### src/hw/rtl/nva_pkg.sv
// nva_pkg: sizes, codes and shared types of the note voice allocator
// used by the controller, the datapath and the top level; no dependencies

package nva_pkg;

   localparam int MAX_VOICES      = 16;
   localparam int VOICES_PER_LANE = 4;
   localparam int MAX_RESULTS     = 16;

   localparam int IDX_W  = (MAX_VOICES > 1) ? $clog2(MAX_VOICES) : 1;
   localparam int LANE_W = (VOICES_PER_LANE > 1) ? $clog2(VOICES_PER_LANE) : 1;
   localparam int EVC_W  = $clog2(MAX_RESULTS + 1);

   localparam logic [4:0] CH_MIN  = 5'd1;
   localparam logic [4:0] CH_MAX  = 5'd16;
   localparam logic [6:0] VEL_MIN = 7'd1;
   localparam logic [6:0] VEL_MAX = 7'd127;

   typedef enum logic [1:0] {
      CMD_TICK    = 2'd0,
      CMD_START   = 2'd1,
      CMD_RELEASE = 2'd2,
      CMD_RETIRE  = 2'd3
   } cmd_type;

   typedef enum logic {
      REG_VOICE_LIMIT = 1'b0,
      REG_POLY_MODE   = 1'b1
   } reg_type;

   typedef enum logic {
      EV_NOTE_OFF = 1'b0,
      EV_NOTE_ON  = 1'b1
   } ev_kind_type;

   typedef struct packed {
      logic load;
      logic sweep_step;
      logic search_step;
      logic steal;
      logic noteon;
      logic flush;
   } ctl_cmd_type;

   typedef struct packed {
      logic req_is_start;
      logic can_emit;
      logic out_free;
      logic sweep_done;
      logic search_done;
   } dp_status_type;

endpackage

### src/hw/rtl/note_voice_allocator_unit.sv
// note_voice_allocator_unit: top level of the note voice allocator
// depends on nva_pkg, nva_ctrl and nva_datapath

// Polyphonic voice allocator with voice stealing over a table of MAX_VOICES
// slots. One request word is taken at a time; the slot table is walked one
// slot per cycle through a single read and write port. Tick, release-all and
// retire-unowned run load, sweep and flush; start note runs load, search,
// steal, note-on and flush, with the search over the clamped slot range.
// Response stalls hold sweep, steal, note-on and flush once one event waits
// in the staging register and one in the output register. Each event is one
// response word; the final one of a request carries last. Configuration must
// be written over the APB port only while no request is in flight, which the
// block does not enforce; pready is tied high. No clearing pass after reset.

module note_voice_allocator_unit
   import nva_pkg::*;
(
   input  logic        clock,
   input  logic        reset,
   input  logic        req_valid,
   output logic        req_ready,
   input  logic [1:0]  req_cmd,
   input  logic [6:0]  req_note,
   input  logic [4:0]  req_channel,
   input  logic [6:0]  req_velocity,
   input  logic [23:0] req_gate_samples,
   input  logic [3:0]  req_begin_slot,
   input  logic [4:0]  req_end_slot,
   input  logic [15:0] req_time_offset,
   output logic        rsp_valid,
   input  logic        rsp_ready,
   output logic        rsp_event_kind,
   output logic [6:0]  rsp_event_note,
   output logic [4:0]  rsp_event_channel,
   output logic [6:0]  rsp_event_velocity,
   output logic [3:0]  rsp_event_slot,
   output logic [15:0] rsp_event_offset,
   output logic        rsp_last,
   input  logic        psel,
   input  logic        penable,
   input  logic        pwrite,
   input  logic [2:0]  paddr,
   input  logic [31:0] pwdata,
   output logic [31:0] prdata,
   output logic        pready
);

   ctl_cmd_type   cmd;
   dp_status_type status;

   assign pready = 1'b1;

   nva_ctrl u_ctrl (
      .clock     (clock),
      .reset     (reset),
      .req_valid (req_valid),
      .req_ready (req_ready),
      .status    (status),
      .cmd       (cmd)
   );

   nva_datapath u_datapath (
      .clock              (clock),
      .reset              (reset),
      .cmd                (cmd),
      .status             (status),
      .req_cmd            (req_cmd),
      .req_note           (req_note),
      .req_channel        (req_channel),
      .req_velocity       (req_velocity),
      .req_gate_samples   (req_gate_samples),
      .req_begin_slot     (req_begin_slot),
      .req_end_slot       (req_end_slot),
      .req_time_offset    (req_time_offset),
      .rsp_valid          (rsp_valid),
      .rsp_ready          (rsp_ready),
      .rsp_event_kind     (rsp_event_kind),
      .rsp_event_note     (rsp_event_note),
      .rsp_event_channel  (rsp_event_channel),
      .rsp_event_velocity (rsp_event_velocity),
      .rsp_event_slot     (rsp_event_slot),
      .rsp_event_offset   (rsp_event_offset),
      .rsp_last           (rsp_last),
      .psel               (psel),
      .penable            (penable),
      .pwrite             (pwrite),
      .paddr              (paddr),
      .pwdata             (pwdata),
      .prdata             (prdata)
   );

endmodule

### src/hw/rtl/nva_ctrl.sv
// nva_ctrl: sequencing state machine of the note voice allocator
// depends on nva_pkg; drives the datapath through ctl_cmd_type

module nva_ctrl
   import nva_pkg::*;
(
   input  logic          clock,
   input  logic          reset,
   input  logic          req_valid,
   output logic          req_ready,
   input  dp_status_type status,
   output ctl_cmd_type   cmd
);

   typedef enum logic [5:0] {
      S_IDLE   = 6'b000001,
      S_SWEEP  = 6'b000010,
      S_SEARCH = 6'b000100,
      S_STEAL  = 6'b001000,
      S_NOTEON = 6'b010000,
      S_FLUSH  = 6'b100000
   } state_type;

   state_type state_ff, state_in;

   always_comb begin
      state_in  = state_ff;
      cmd       = '0;
      req_ready = 1'b0;
      unique case (state_ff)
         S_IDLE: begin
            req_ready = 1'b1;
            if (req_valid) begin
               cmd.load = 1'b1;
               state_in = status.req_is_start ? S_SEARCH : S_SWEEP;
            end
         end
         S_SWEEP: begin
            if (status.can_emit) begin
               cmd.sweep_step = 1'b1;
               if (status.sweep_done) state_in = S_FLUSH;
            end
         end
         S_SEARCH: begin
            cmd.search_step = 1'b1;
            if (status.search_done) state_in = S_STEAL;
         end
         S_STEAL: begin
            if (status.can_emit) begin
               cmd.steal = 1'b1;
               state_in  = S_NOTEON;
            end
         end
         S_NOTEON: begin
            if (status.can_emit) begin
               cmd.noteon = 1'b1;
               state_in   = S_FLUSH;
            end
         end
         S_FLUSH: begin
            if (status.out_free) begin
               cmd.flush = 1'b1;
               state_in  = S_IDLE;
            end
         end
         default: state_in = S_IDLE;
      endcase
   end

   always_ff @(posedge clock) begin
      if (reset) state_ff <= S_IDLE;
      else       state_ff <= state_in;
   end

endmodule

### src/hw/rtl/nva_datapath.sv
// nva_datapath: voice slot table, search trackers, event staging and registers
// depends on nva_pkg; commanded by nva_ctrl

module nva_datapath
   import nva_pkg::*;
(
   input  logic          clock,
   input  logic          reset,
   input  ctl_cmd_type   cmd,
   output dp_status_type status,
   input  logic [1:0]    req_cmd,
   input  logic [6:0]    req_note,
   input  logic [4:0]    req_channel,
   input  logic [6:0]    req_velocity,
   input  logic [23:0]   req_gate_samples,
   input  logic [3:0]    req_begin_slot,
   input  logic [4:0]    req_end_slot,
   input  logic [15:0]   req_time_offset,
   output logic          rsp_valid,
   input  logic          rsp_ready,
   output logic          rsp_event_kind,
   output logic [6:0]    rsp_event_note,
   output logic [4:0]    rsp_event_channel,
   output logic [6:0]    rsp_event_velocity,
   output logic [3:0]    rsp_event_slot,
   output logic [15:0]   rsp_event_offset,
   output logic          rsp_last,
   input  logic          psel,
   input  logic          penable,
   input  logic          pwrite,
   input  logic [2:0]    paddr,
   input  logic [31:0]   pwdata,
   output logic [31:0]   prdata
);

   typedef struct packed {
      logic       kind;
      logic [6:0] note;
      logic [4:0] chan;
      logic [6:0] vel;
      logic [3:0] slot;
   } ev_type;

   localparam logic [7:0] MAXM1_8 = 8'(MAX_VOICES - 1);
   localparam logic [7:0] MAX_8   = 8'(MAX_VOICES);
   localparam logic [7:0] VPL_8   = 8'(VOICES_PER_LANE);

   // slot table
   logic        slot_active_ff [MAX_VOICES];
   logic [6:0]  slot_note_ff   [MAX_VOICES];
   logic [3:0]  slot_chan_ff   [MAX_VOICES];
   logic [23:0] slot_rem_ff    [MAX_VOICES];

   // configuration
   logic [2:0] voice_limit_ff;
   logic       poly_ff;

   // latched word
   cmd_type          cmd_ff;
   logic [6:0]       note_ff;
   logic [4:0]       ch_ff;
   logic [3:0]       c0_ff;
   logic [6:0]       vel_ff;
   logic [23:0]      gate_ff;
   logic [IDX_W-1:0] first_ff;
   logic [IDX_W-1:0] last_idx_ff;
   logic [15:0]      offset_ff;

   // scan position and search trackers
   logic [IDX_W-1:0]  idx_ff, idx_in;
   logic [LANE_W-1:0] lane_ff, lane_in;
   logic              match_found_ff, match_found_in;
   logic [IDX_W-1:0]  match_idx_ff, match_idx_in;
   logic              free_found_ff, free_found_in;
   logic [IDX_W-1:0]  free_idx_ff, free_idx_in;
   logic [IDX_W-1:0]  min_idx_ff, min_idx_in;
   logic [23:0]       min_rem_ff, min_rem_in;
   logic [6:0]        min_note_ff, min_note_in;
   logic [3:0]        min_chan_ff, min_chan_in;
   logic [IDX_W-1:0]  pick_ff, pick_in;

   // event staging and output register
   logic             pend_valid_ff, pend_valid_in;
   ev_type           pend_ff, pend_in;
   logic [EVC_W-1:0] ev_count_ff, ev_count_in;
   logic             rsp_valid_ff, rsp_valid_in;
   ev_type           rsp_ev_ff, rsp_ev_in;
   logic             rsp_last_ff, rsp_last_in;
   logic [15:0]      rsp_offset_ff, rsp_offset_in;

   // request clamps
   logic [4:0]  ld_ch;
   logic [7:0]  ld_first8;
   logic [7:0]  ld_end8;

   // slot read and write port
   logic        rd_active;
   logic [6:0]  rd_note;
   logic [3:0]  rd_chan;
   logic [23:0] rd_rem;
   logic        wr_en;
   logic [IDX_W-1:0] wr_addr;
   logic        wr_active;
   logic [6:0]  wr_note;
   logic [3:0]  wr_chan;
   logic [23:0] wr_rem;

   logic        emit;
   ev_type      ev_new;
   logic [7:0]  lim8;
   logic        owned;
   logic [IDX_W-1:0] pick_sel;
   logic        cfg_wr;

   assign rd_active = slot_active_ff[idx_ff];
   assign rd_note   = slot_note_ff[idx_ff];
   assign rd_chan   = slot_chan_ff[idx_ff];
   assign rd_rem    = slot_rem_ff[idx_ff];

   always_comb begin
      ld_ch = req_channel;
      if (req_channel < CH_MIN)      ld_ch = CH_MIN;
      else if (req_channel > CH_MAX) ld_ch = CH_MAX;
      ld_first8 = 8'(req_begin_slot);
      if (ld_first8 > MAXM1_8) ld_first8 = MAXM1_8;
      ld_end8 = 8'(req_end_slot);
      if (ld_end8 < ld_first8 + 8'd1) ld_end8 = ld_first8 + 8'd1;
      if (ld_end8 > MAX_8)            ld_end8 = MAX_8;
   end

   always_comb begin
      lim8 = 8'(voice_limit_ff);
      if (lim8 < 8'd1)       lim8 = 8'd1;
      else if (lim8 > VPL_8) lim8 = VPL_8;
      owned = poly_ff ? (8'(lane_ff) < lim8) : (8'(idx_ff) < lim8);
   end

   always_comb begin
      if (match_found_ff)     pick_sel = match_idx_ff;
      else if (free_found_ff) pick_sel = free_idx_ff;
      else                    pick_sel = min_idx_ff;
   end

   // per-step slot update and event generation
   always_comb begin
      emit      = 1'b0;
      ev_new    = '0;
      wr_en     = 1'b0;
      wr_addr   = idx_ff;
      wr_active = rd_active;
      wr_note   = rd_note;
      wr_chan   = rd_chan;
      wr_rem    = rd_rem;
      if (cmd.sweep_step && rd_active) begin
         ev_new = '{kind: EV_NOTE_OFF, note: rd_note, chan: 5'(rd_chan) + 5'd1,
                    vel: 7'd0, slot: 4'(idx_ff)};
         unique case (cmd_ff)
            CMD_TICK: begin
               wr_en = 1'b1;
               if (rd_rem <= 24'd1) begin
                  emit      = 1'b1;
                  wr_active = 1'b0;
                  wr_rem    = 24'd0;
               end else begin
                  wr_rem = rd_rem - 24'd1;
               end
            end
            CMD_RELEASE: begin
               emit      = 1'b1;
               wr_en     = 1'b1;
               wr_active = 1'b0;
               wr_rem    = 24'd0;
            end
            CMD_RETIRE: begin
               if (!owned) begin
                  emit      = 1'b1;
                  wr_en     = 1'b1;
                  wr_active = 1'b0;
                  wr_rem    = 24'd0;
               end
            end
            CMD_START: ;
            default: ;
         endcase
      end
      if (cmd.steal) begin
         if (match_found_ff) begin
            emit   = 1'b1;
            ev_new = '{kind: EV_NOTE_OFF, note: note_ff, chan: ch_ff,
                       vel: 7'd0, slot: 4'(pick_sel)};
         end else if (!free_found_ff) begin
            emit   = 1'b1;
            ev_new = '{kind: EV_NOTE_OFF, note: min_note_ff,
                       chan: 5'(min_chan_ff) + 5'd1, vel: 7'd0, slot: 4'(pick_sel)};
         end
      end
      if (cmd.noteon) begin
         emit      = 1'b1;
         ev_new    = '{kind: EV_NOTE_ON, note: note_ff, chan: ch_ff,
                       vel: vel_ff, slot: 4'(pick_ff)};
         wr_en     = 1'b1;
         wr_addr   = pick_ff;
         wr_active = 1'b1;
         wr_note   = note_ff;
         wr_chan   = c0_ff;
         wr_rem    = gate_ff;
      end
   end

   // scan position and search trackers
   always_comb begin
      idx_in         = idx_ff;
      lane_in        = lane_ff;
      match_found_in = match_found_ff;
      match_idx_in   = match_idx_ff;
      free_found_in  = free_found_ff;
      free_idx_in    = free_idx_ff;
      min_idx_in     = min_idx_ff;
      min_rem_in     = min_rem_ff;
      min_note_in    = min_note_ff;
      min_chan_in    = min_chan_ff;
      pick_in        = pick_ff;
      if (cmd.load) begin
         idx_in         = (cmd_type'(req_cmd) == CMD_START) ? IDX_W'(ld_first8) : '0;
         lane_in        = '0;
         match_found_in = 1'b0;
         free_found_in  = 1'b0;
      end
      if (cmd.sweep_step || cmd.search_step) begin
         idx_in  = idx_ff + 1'b1;
         lane_in = (32'(lane_ff) == VOICES_PER_LANE - 1) ? '0 : lane_ff + 1'b1;
      end
      if (cmd.search_step) begin
         if (!match_found_ff && rd_active && rd_note == note_ff && rd_chan == c0_ff) begin
            match_found_in = 1'b1;
            match_idx_in   = idx_ff;
         end
         if (!free_found_ff && !rd_active) begin
            free_found_in = 1'b1;
            free_idx_in   = idx_ff;
         end
         if (idx_ff == first_ff || rd_rem < min_rem_ff) begin
            min_idx_in  = idx_ff;
            min_rem_in  = rd_rem;
            min_note_in = rd_note;
            min_chan_in = rd_chan;
         end
      end
      if (cmd.steal) pick_in = pick_sel;
   end

   // event staging: a new event pushes the staged one out as not last; flush sends it out as last
   always_comb begin
      pend_valid_in = pend_valid_ff;
      pend_in       = pend_ff;
      ev_count_in   = ev_count_ff;
      rsp_valid_in  = rsp_valid_ff && !rsp_ready;
      rsp_ev_in     = rsp_ev_ff;
      rsp_last_in   = rsp_last_ff;
      rsp_offset_in = rsp_offset_ff;
      if (cmd.load) ev_count_in = '0;
      if (emit && ev_count_ff < EVC_W'(MAX_RESULTS)) begin
         if (pend_valid_ff) begin
            rsp_valid_in  = 1'b1;
            rsp_ev_in     = pend_ff;
            rsp_last_in   = 1'b0;
            rsp_offset_in = offset_ff;
         end
         pend_valid_in = 1'b1;
         pend_in       = ev_new;
         ev_count_in   = ev_count_ff + 1'b1;
      end
      if (cmd.flush && pend_valid_ff) begin
         rsp_valid_in  = 1'b1;
         rsp_ev_in     = pend_ff;
         rsp_last_in   = 1'b1;
         rsp_offset_in = offset_ff;
         pend_valid_in = 1'b0;
      end
   end

   always_comb begin
      status.req_is_start = (cmd_type'(req_cmd) == CMD_START);
      status.out_free     = !rsp_valid_ff || rsp_ready;
      status.can_emit     = !pend_valid_ff || !rsp_valid_ff || rsp_ready;
      status.sweep_done   = (32'(idx_ff) == MAX_VOICES - 1);
      status.search_done  = (idx_ff == last_idx_ff);
   end

   always_ff @(posedge clock) begin
      if (reset) begin
         for (int i = 0; i < MAX_VOICES; i++) slot_active_ff[i] <= 1'b0;
      end else if (wr_en) begin
         slot_active_ff[wr_addr] <= wr_active;
      end
   end

   always_ff @(posedge clock) begin
      if (wr_en) begin
         slot_note_ff[wr_addr] <= wr_note;
         slot_chan_ff[wr_addr] <= wr_chan;
         slot_rem_ff[wr_addr]  <= wr_rem;
      end
   end

   always_ff @(posedge clock) begin
      if (cmd.load) begin
         cmd_ff      <= cmd_type'(req_cmd);
         note_ff     <= req_note;
         ch_ff       <= ld_ch;
         c0_ff       <= 4'(ld_ch - 5'd1);
         vel_ff      <= (req_velocity < VEL_MIN) ? VEL_MIN :
                        (req_velocity > VEL_MAX) ? VEL_MAX : req_velocity;
         gate_ff     <= (req_gate_samples == 24'd0) ? 24'd1 : req_gate_samples;
         first_ff    <= IDX_W'(ld_first8);
         last_idx_ff <= IDX_W'(ld_end8 - 8'd1);
         offset_ff   <= req_time_offset;
      end
      idx_ff        <= idx_in;
      lane_ff       <= lane_in;
      match_idx_ff  <= match_idx_in;
      free_idx_ff   <= free_idx_in;
      min_idx_ff    <= min_idx_in;
      min_rem_ff    <= min_rem_in;
      min_note_ff   <= min_note_in;
      min_chan_ff   <= min_chan_in;
      pick_ff       <= pick_in;
      pend_ff       <= pend_in;
      rsp_ev_ff     <= rsp_ev_in;
      rsp_last_ff   <= rsp_last_in;
      rsp_offset_ff <= rsp_offset_in;
   end

   always_ff @(posedge clock) begin
      if (reset) begin
         match_found_ff <= 1'b0;
         free_found_ff  <= 1'b0;
         pend_valid_ff  <= 1'b0;
         ev_count_ff    <= '0;
         rsp_valid_ff   <= 1'b0;
      end else begin
         match_found_ff <= match_found_in;
         free_found_ff  <= free_found_in;
         pend_valid_ff  <= pend_valid_in;
         ev_count_ff    <= ev_count_in;
         rsp_valid_ff   <= rsp_valid_in;
      end
   end

   // configuration registers
   assign cfg_wr = psel && penable && pwrite;

   always_ff @(posedge clock) begin
      if (reset) begin
         voice_limit_ff <= 3'd1;
         poly_ff        <= 1'b0;
      end else if (cfg_wr) begin
         unique case (reg_type'(paddr[2]))
            REG_VOICE_LIMIT: voice_limit_ff <= pwdata[2:0];
            REG_POLY_MODE:   poly_ff        <= pwdata[0];
            default: ;
         endcase
      end
   end

   always_comb begin
      unique case (reg_type'(paddr[2]))
         REG_VOICE_LIMIT: prdata = 32'(voice_limit_ff);
         REG_POLY_MODE:   prdata = 32'(poly_ff);
         default:         prdata = '0;
      endcase
   end

   assign rsp_valid          = rsp_valid_ff;
   assign rsp_event_kind     = rsp_ev_ff.kind;
   assign rsp_event_note     = rsp_ev_ff.note;
   assign rsp_event_channel  = rsp_ev_ff.chan;
   assign rsp_event_velocity = rsp_ev_ff.vel;
   assign rsp_event_slot     = rsp_ev_ff.slot;
   assign rsp_event_offset   = rsp_offset_ff;
   assign rsp_last           = rsp_last_ff;

endmodule

### config.mk
export PLATFORM = sky130hd
export DESIGN_NAME = note_voice_allocator_unit
export DESIGN_NICKNAME = d
export VERILOG_FILES = /design/src/hw/rtl/nva_pkg.sv /design/src/hw/rtl/note_voice_allocator_unit.sv /design/src/hw/rtl/nva_ctrl.sv /design/src/hw/rtl/nva_datapath.sv
export SDC_FILE = /design/constraint.sdc
export NUM_CORES = 1
export LEC_CHECK = 0
export BUFFER_PORTS_ARGS = -buffer_cell sky130_fd_sc_hd__buf_2
export CORE_MARGIN = 2
export CORE_UTILIZATION = 40
export DETAILED_ROUTE_END_ITERATION = 8
export SLEW_MARGIN = 20
export SYNTH_ARGS = -nofsm -noshare
export SYNTH_HDL_FRONTEND = slang
export SYNTH_SLANG_ARGS = --single-unit
### constraint.sdc
create_clock -name clock -period 10.7 [get_ports clock]
set_input_delay 0.535 -clock clock [delete_from_list [all_inputs] [get_ports clock]]
set_output_delay 0.535 -clock clock [all_outputs]
set_load 0.03 [all_outputs]
# Word-level counts from Yosys, hierarchy flattened
# Memories as Yosys holds them, arrays and structs flattened. A register that Yosys moved wholly into a read port is not among the register bits.
# Cells that the tools add are included.
# classes
n_addsub,9
magnitude_cmp,13
eq_ne,22
muxes,95
bitwise,1
n_reduce_logical,39
# op_table
operator,n
two-way mux 24 bit,9
case mux 24 bit (3 select lines),1
two-way mux 23 bit,3
case mux 32 bit (2 select lines),1
two-way mux 4 bit,13
two-way mux 16 bit,3
two-way mux 6 bit,7
two-way mux 1 bit,41
case mux 6 bit (6 select lines),1
two-way mux 5 bit,5
less-or-equal comparator 24 x 1 -> 1 bit (second input constant),1
zero test 24 bit,1
less-than comparator 24 bit,1
subtractor 24 x 1 -> 24 bit (second input constant),1
adder 4 x 1 -> 5 bit (second input constant),3
two-way mux 7 bit,2
!= test 2 bit (second input constant),7
AND reduction 2 bit,7
equality test 4 bit,3
greater-than comparator 5 bit (second input constant),2
logical AND 1 bit,10
less-than comparator 2 x 8 -> 1 bit,1
less-than comparator 4 x 8 -> 1 bit,1
less-than comparator 5 x 8 -> 1 bit,1
other kinds (33),54
# totals
reg_bits,214
ram_bits,576
in_bits,112
wordCells,222
mem_count,4
# memory_table
name,words,width,rd,rd_ports_with_merged_regs,wr,line,source
u_datapath.slot_rem_ff,16,24,1,1,1,nva_datapath.sv:52,logic [23:0] slot_rem_ff [MAX_VOICES];
u_datapath.slot_note_ff,16,7,1,1,1,nva_datapath.sv:50,logic [6:0] slot_note_ff [MAX_VOICES];
u_datapath.slot_chan_ff,16,4,1,1,1,nva_datapath.sv:51,logic [3:0] slot_chan_ff [MAX_VOICES];
u_datapath.slot_active_ff,16,1,1,1,16,nva_datapath.sv:49,logic slot_active_ff [MAX_VOICES];

# Longest topological paths before layout
# depth
depth_word,15
ltp_mapped,18
ltp_nobuf,14

# By module
# From an unflattened synthesis, not the netlist that was laid out.
# unflattened
hier_cells,1894
hier_area_um2,33005.4
# by_module_without_submodules
module,n_inst,cells_each,area_per_inst_um2,seq_area_each_um2
nva_datapath,1,1834,32531.2,23482.5
nva_ctrl,1,58,462.9,120.1
note_voice_allocator_unit,1,2,11.3,0.0

# Least setup slack after synthesis
# OpenSTA, ideal clock, no wires.
# synth_timing
path_type,register to register
start,register with a tool-made name
end,register u_datapath.min_chan_ff[0] (enable)
setup_ns,0.448
t_arrival_ns,5.256
required_ns,10.252
setup_slack_ns,4.996
stages_incl_launch_ff,18
n_path_buf,3
path_cell_list,dfxtp_1 > clkbuf_1 > buf_2 > buf_2 > nor2_1 > a221oi_1 > nor2_1 > o21ai_1 > ha_1 > a21o_1 > a21o_1 > a21o_1 > a21oi_1 > nor2b_1 > o21ai_0 > nand2b_1 > a221o_1 > a21oi_1
# synth_rtl
item,line,source
"end signal, assigned",nva_datapath.sv:326,min_chan_ff <= min_chan_in;
"end, declared",nva_datapath.sv:79,"logic [3:0] min_chan_ff, min_chan_in;"

==> metrics.md <==
| Metric | Value |
|---|---|
| Outcome | finished, final reports clean |
| Synth unique cells | 80 |
| Mean Syn Cell Area | approximately 18 um^2 |
| Worst-margin pin slew | between 1000 and 1500 ps |
| Final core utilization | 46.33% |
| Hold WC Path Type | primary input to flop |
| Synth Flop Type | edfxtp_1 |
| EDFF count, synth | between 700 and 800 |
| Reg2Reg Depth | 10 |
| Overall power | ~0.008 W |
| Post-cts resize count | 0 |
| Most frequent cells in the layout | edfxtp_1, mux4_2, buf_2 |
| Synth area leaders | edfxtp_1, mux4_2, ha_1 |
| TritonCTS buffer count | 84 |
| Final Hold Viols | 0 |
| CTS Root Cell | clkbuf_16 |
| Final setup fails | 0 |
| Core box area | about 0.08 mm^2 |
| Levels on crit path | 10 |
| Die Height | approximately 290 um |
| Clock sinks | just under 800 |
| Placed insts | 2,963 |
| Finished Layout Cells | 3,120 |
| Routability Congestion | just over 0.8 |
| Total global routing track utilization | between 15 and 20% |
| DP HPWL | approximately 43,000 um |
| First-pass GRT wire length | approximately 110,000 um |
| Clk slew on worst S/H paths | 60 ps |
| Vias | roughly 17,000 |
| Crit share post-route | approximately three fifths |
| Post-CTS setup buffer count | 0 |
| # rows | ~100 |
| Power Dens Cells | approximately 220 mW/mm^2 |
| CP cell instances | buf_12 -> mux4_1 -> a22oi_1 -> nand2_1 -> or4b_4 -> nor4_4 -> a311oi_1 -> nor2_4 -> buf_4 -> o21a_2 |
| Post-route ant nets | 0 |
| Worst Path Max Fanout | roughly 110 |
| Max frequency | about 160 MHz |
| Yosys top cell by area | edfxtp_1 |
| Seq/Total Area, Yosys | just over 70% |
| Static leakage | about 12 nW |
| DRC violations left | 0 |
| Top Ports | roughly 190 |
| Hold_ws | roughly 73 ps |
| CP max stage delay | ~950 ps |
| Die area | roughly 0.084 mm^2 |
| Post-synth top area share | between 70 and 80% |
| Crit path required time | 10,950 ps |
| Max-cap viol count | 0 |
| Die W | a little under 300 um |
| Setup crit end kind | flop |
| Syn-to-layout area delta | 14.36% |
| Pin count of the biggest net entering global routing | about 110 |
| RSZ-0062 raised after global routing | no |
| Total gr overflow | 0 |
| Post-synth ARST share | 0% |
| IO buf count | around 130 |
| DRT Wirelength | around 75,000 um |
| Count of state elements after synthesis | between 700 and 800 |
| Post-CTS Hold Fix Bufs | 0 |
| Most common cell after layout, fill and taps aside | edfxtp_1 |
| Wire per inst | 24.18 um |
| Post-Syn Area | about 0.033 mm^2 |
| Crit path max-delay family | simple AND/OR/NAND/NOR gates |
| CP arrival | 6530 ps |
| Max-slew violations | 0 |
| Relative slew slack | about 27% |
| TritonCTS clock tree | done |
| Hold path start | req_note[0] |
| Number of global-route vias before repair | 17,630 |
| Antenna violations before repair | 1 |
| Worst IR drop on VDD | ~0.11 mV |
| Iteration-0 DRC Markers | about 1,700 |
| Via/cell ratio | roughly 5.6 |
| Clk_skew | between 20 and 25 ps |
| Critical path class | flop to flop |
| Slowest stage cell on the critical path | dfxtp_4 |
| Setup TNS | 0 ps |
| Htree depth | 3 |
| Starting Density | 40.52% |
| Cell count after synthesis | 1,847 |
| Final Net Count | between 2,000 and 2,500 |
| Crit path time final | roughly 6300 ps |
| Hold depth | 1 |
| Layout cell share with drive strength beyond 1 | between 20% and 30% |
| Clk Latency, worst-skew pair | 640 ps |
| Startpoint types | flop |
| Synth Warn # | 0 |
| Clock tree buffer depth | 3 |
| Bufs and invs on worst path | 2 |
| DRT Pass-1 Iters | 6 |
[flip-flops by register name, summed over array words and instances (netlist names), 6 cells and up, named ones only]
name,count
u_datapath.slot_note_ff,112
u_datapath.vel_ff,7
u_datapath.rsp_event_note,7
u_datapath.slot_chan_ff,64
u_datapath.gate_ff,24
u_datapath.note_ff,7
u_datapath.min_rem_ff,24
u_datapath.rsp_event_offset,16
u_datapath.pend_ff,24
u_datapath.offset_ff,16
u_ctrl.state_ff,6
u_datapath.rsp_event_velocity,7
u_datapath.min_note_ff,7
u_datapath.slot_active_ff,16
u_datapath.slot_rem_ff,384
[Yosys cell counts (all sizes together) (5+ instances only)]
library cell,n
edfxtp,770
mux4,144
nand2,103
nor2,76
clkbuf,74
buf,71
inv,61
o21ai,53
ha,41
a22oi,40
mux2i,37
nor3,35
a21oi,33
xnor2,25
dfxtp,24
nand3,20
nand4,18
a31oi,17
nor2b,17
a221oi,14
and2,13
xor2,13
o21a,12
nand2b,11
nor4,11
o211ai,10
a222oi,9
a21o,7
mux2,7
a22o,6
nand3b,5
nor3b,5
o31ai,5
[area by class of cell]
cell class	instances	area (um^2)
clock inverters	54	605.6
flip-flops and latches	794	23610
multi-input cells	874	8328
fillers	6843	43300
repair buffers	173	996.0
clock buffers	102	2275
diodes	1	2.502
well taps	1060	1326
inverters	62	234.0
[report_power, final]
part	total [W]	internal, W	switching (W)
sequential	0.00384	0.00376	0.0000753
combinational	0.00127	0.000458	0.000810
clock	0.00301	0.00181	0.00120
total	0.00811	0.00603	0.00208
[final timing paths]
path | slack, ps | endpoint
hold / removal | 70 | u_datapath.note_ff[0]$_DFFE_PP_
hold reg to reg | 410 | u_datapath.rsp_event_note[5]$_DFFE_PP_
setup reg to reg | 4410 | u_datapath.rsp_event_offset[3]$_DFFE_PP_
setup / recovery | 4410 | u_datapath.rsp_event_offset[3]$_DFFE_PP_
[stage by stage]
step / setup WS, ps / instance area [um^2]
floorplan: 4996 / 32790
global placement: 4354 / 34470
detailed placement: 4276 / 34470
CTS: 4272 / 37350
global route: 3892 / 37380
finish: 4415 / 37380
[metal layers]
layer  global-route usage (%)  wire (um)  vias to the layer above
met4                    4.599       1531                        0
met2                    28.81      36250                      615
met5                        0          0                        -
met3                    3.171       4675                      119
met1                    25.16      32990                     9066
li1                         -          -                     7608
[cell families after synthesis]
family / count (synthesis) / share of synthesized area [%]
XOR/XNOR: 38 / 1.018
buffers and inverters: 207 / 3.158
other: 2 / 0.02298
AO/OA/AOI/OAI: 243 / 5.225
multiplexers: 188 / 11.49
flip-flops: 794 / 72.21
adder cells (fa/ha/maj): 41 / 1.569
AND/OR/NAND/NOR: 334 / 5.309
Note: power is estimated with default switching activity, not from simulation.
